<file path="src/rtl/core/fpar_cell.sv">
`timescale 1ns / 1ps
// One pipeline cell: a register slice that advances when the next cell is free.
module fpar_cell #(
  parameter int W = 8
) (
  input  logic         clk,
  input  logic         rst,
  input  logic         in_valid,
  output logic         in_ready,
  input  logic [W-1:0] in_data,
  output logic         out_valid,
  input  logic         out_ready,
  output logic [W-1:0] out_data
);
  logic         full;
  logic [W-1:0] data;

  assign in_ready  = !full || out_ready;
  assign out_valid = full;
  assign out_data  = data;

  always_ff @(posedge clk) begin
    if (rst) begin
      full <= 1'b0;
    end else if (in_ready) begin
      full <= in_valid;
    end
    if (in_ready && in_valid) begin
      data <= in_data;
    end
  end
endmodule

</file>
<file path="config.mk">
export PLATFORM = sky130hd
export DESIGN_NAME = fpar_cell
export DESIGN_NICKNAME = d
export VERILOG_FILES = /design/src/rtl/core/fpar_cell.sv
export SDC_FILE = /design/constraint.sdc
export NUM_CORES = 1
export LEC_CHECK = 0
export BUFFER_PORTS_ARGS = -buffer_cell sky130_fd_sc_hd__buf_4
export CAP_MARGIN = 0
export CORE_AREA = 2 2 39 41
export CTS_BUF_LIST = sky130_fd_sc_hd__clkbuf_8 sky130_fd_sc_hd__clkbuf_16
export DETAILED_ROUTE_END_ITERATION = 8
export DIE_AREA = 0 0 41 43
export PLACE_DENSITY = 0.61
export SYNTH_ARGS = -nofsm -noshare
export SYNTH_HDL_FRONTEND = slang
export SYNTH_SLANG_ARGS = --single-unit
</file>
<file path="constraint.sdc">
create_clock -name clk -period 1.37 [get_ports clk]
set_input_delay 0.0685 -clock clk [delete_from_list [all_inputs] [get_ports clk]]
set_output_delay 0.0685 -clock clk [all_outputs]
set_load 0.05 [all_outputs]
</file>
==> metrics.md <==
| Metric | Value |
|---|---|
| Status | completed |
| First-pass GRT wire length | 779 µm |
| Sink Count | 9 |
| Worst hold slack | between 0.015 and 0.02 ns |
| Max Slew Vio Count | 0 |
| Worst hold path class | in -> reg |
| Peak supply drop | 0.511 mV |
| CTS buffer count | 3 |
| Post-Synthesis Cell Area | 295 µm² |
| Worst Path Required | about 1.3 ns |
| Commonest cells after routing, fill and taps aside | buf_4, edfxtp_1, clkbuf_8 |
| First drt pass iteration count | 1 |
| Net Sw Power | about 0.00017 W |
| Antenna violations before repair | 0 |
| Final ANT Viol Nets | 0 |
| Core area | 1380 µm² |
| FP Rows | 14 |
| Crit share post-route | 0.652 |
| Area delta synth->final | 79.2% |
| DRT iter0 DRCs | 0 |
| Dpl ws | between 0.4 and 0.5 ns |
| Final WL | 567 µm |
| Avg Cell Area, Syn | 22.7 µm² |
| Dpl hpwl | 476 µm |
| DP Area | between 400 and 500 µm² |
| RSZ-0062 raised after global routing | false |
| Syn Inst Count | 13 |
| CP max stage delay | 0.33 ns |
| Port buffer count | 21 |
| Die Span Y | ~43 µm |
| Fin Setup TNS | 0 ns |
| Max frequency | 1.12 GHz |
| Slowest CP cell | dfxtp_2 |
| Total Die Area | 1760 µm² |
| Critical-path cell list | nand2b_4 > and2_4 |
| Minimum clock period | a little under 0.9 ns |
| Critical path's top delay family | flip-flops |
| Crit Path Max Fanout | 8 |
| Seq/Total Area, Yosys | 0.881 |
| CTS Buffer Depth | 2 |
| Cell area power density | 1390 nW/µm² |
| Starting Density | 0.213 |
| Syn_nets | 25 |
| GRT overflow | 0 |
| Max_cap viols | 0 |
| Leakage dissipation | around 0.24 nW |
| Clock latency at the later pin of the worst-skew pair | 0.22 ns |
| RePlAce Congestion | 0.579 |
| I/O pins | 22 |
| CTS tree | built |
| Tot GR Track Use | 0.0713 |
| Final Hold Vio Count | 0 |
| Area of the multi-input gates | 31.3 µm² |
| Vias per std cell | 3.62 |
| Comb power frac | 0.171 |
| Design area | 529 µm² |
| Fin Clk Skew | 0.000898 ns |
| Switching portion of total power | 0.235 |
| DR DRC count | 0 |
| FILL cells | 137 |
| Vias | 199 |
| Worst setup EP type | flip-flop |
| Clk root buf | clkbuf_8 |
| Antenna cells | 0 |
| CTS clk-pin slew, worst paths | ~0.04 ns |
| Synth warn | 0 |
| Sequential share of power | 0.443 |
| Drt wl/cell | 10.3 µm |
| Net count reported at finish | 52 |
| Arr. time, crit path | 0.82 ns |
| Slew headroom | 0.902 |
| Most common cell after layout, fill and taps aside | buf_4 |
| Buf+Inv Stages, Crit Path | 0 |
| Clock share of power | 0.386 |
| Register area | 262 µm² |
| # H-tree levels | 1 |
| Die Wd | just over 40 µm |
| Least-Margin Pin Slew | 0.148 ns |
| Pint | approximately 0.00056 W |
| Flops & latches, synth | 9 |
| Via count of the first global-routing pass | 199 |
| Critical path type | reg -> reg |
| Final setup violation count | 0 |
| Largest net degree at the start of global routing | 9 |
| Count of cell types in the netlist | 6 |
| CP startpoint kind | flip-flop |
| Worst setup margin | 0.476 ns |
| Share of cells above drive strength 1 | 0.718 |
## layer usage
layer  global-route usage  up-vias  wire length [µm]
met3               0.0314        0               134
li1                     -       98                 -
met5                    0        -                 0
met4               0.0600        0                 0
met1               0.0741       79               218
met2                0.103       22               214
## cell type report
type / count / area share
multi-input combinational: 3 / 0.0591
tap: 16 / 0.0378
inverter: 1 / 0.00709
sequential: 9 / 0.494
clock buffer: 3 / 0.0780
timing repair buffer: 22 / 0.317
clock inverter: 1 / 0.00709
## synth_stat cells
cell	n	area, µm²
edfxtp_1	8	240
a21oi_2	1	8.76
and2_4	1	8.76
dfxtp_1	1	20.0
inv_1	1	3.75
nand2b_4	1	13.8
## power groups by stage
| stage | Combinational [W] | Clock (W) | Sequential, W |
|---|---|---|---|
| 2_1_floorplan | 0.0000174 | 0 | 0.000385 |
| 3_3_place_gp | 0.000124 | 0 | 0.000330 |
| 3_5_place_dp | 0.000124 | 0 | 0.000330 |
| 4_1_cts | 0.000127 | 0.000293 | 0.000326 |
| 5_1_grt | 0.000132 | 0.000309 | 0.000326 |
| 6_report | 0.000126 | 0.000283 | 0.000325 |
## repair_timing
| action | CTS | global route |
|---|---|---|
| gates resized for setup | 0 | 0 |
| hold endpoints to repair | 1 | 0 |
| hold buffers | 1 | 0 |
| buffers inserted | 0 | 0 |
## state kept, by name, indices dropped and copies added (netlist names)
signal,count
out_valid,1
out_data,8
## through the flow
stage | total power [W] | utilization | std cells
2_1_floorplan | 0.000402 | - | 13
3_3_place_gp | 0.000454 | 0.343 | 50
3_5_place_dp | 0.000455 | 0.343 | 50
4_1_cts | 0.000746 | 0.382 | 55
5_1_grt | 0.000767 | 0.382 | 55
6_report | 0.000734 | 0.382 | 55
## worst register-to-register path: cells and delay by family, from the launching register on
family / cells / cell delay, ns
AND/OR/NAND/NOR: 2 / 0.27
flip-flops: 1 / 0.33
## cell families (layout without fill, tap and decap cells)
group                  after synthesis  in the layout  synth area share
AOI/OAI and AO/OA                    1              1            0.0297
buffers and inverters                1             27            0.0127
DFF                                  9              9             0.881
and+or+nand+nor                      2              2            0.0763
## final timing paths
path,slack (ns),to,startpoint,depth (start not counted)
hold reg to reg,0.49,out_valid,out_valid,2
setup / recovery,0.48,out_data[7],out_valid,2
setup reg to reg,0.48,out_data[7],out_valid,2
hold / removal,0.02,out_data[1],in_data[1],1
Power figures use the tool's default switching activity.
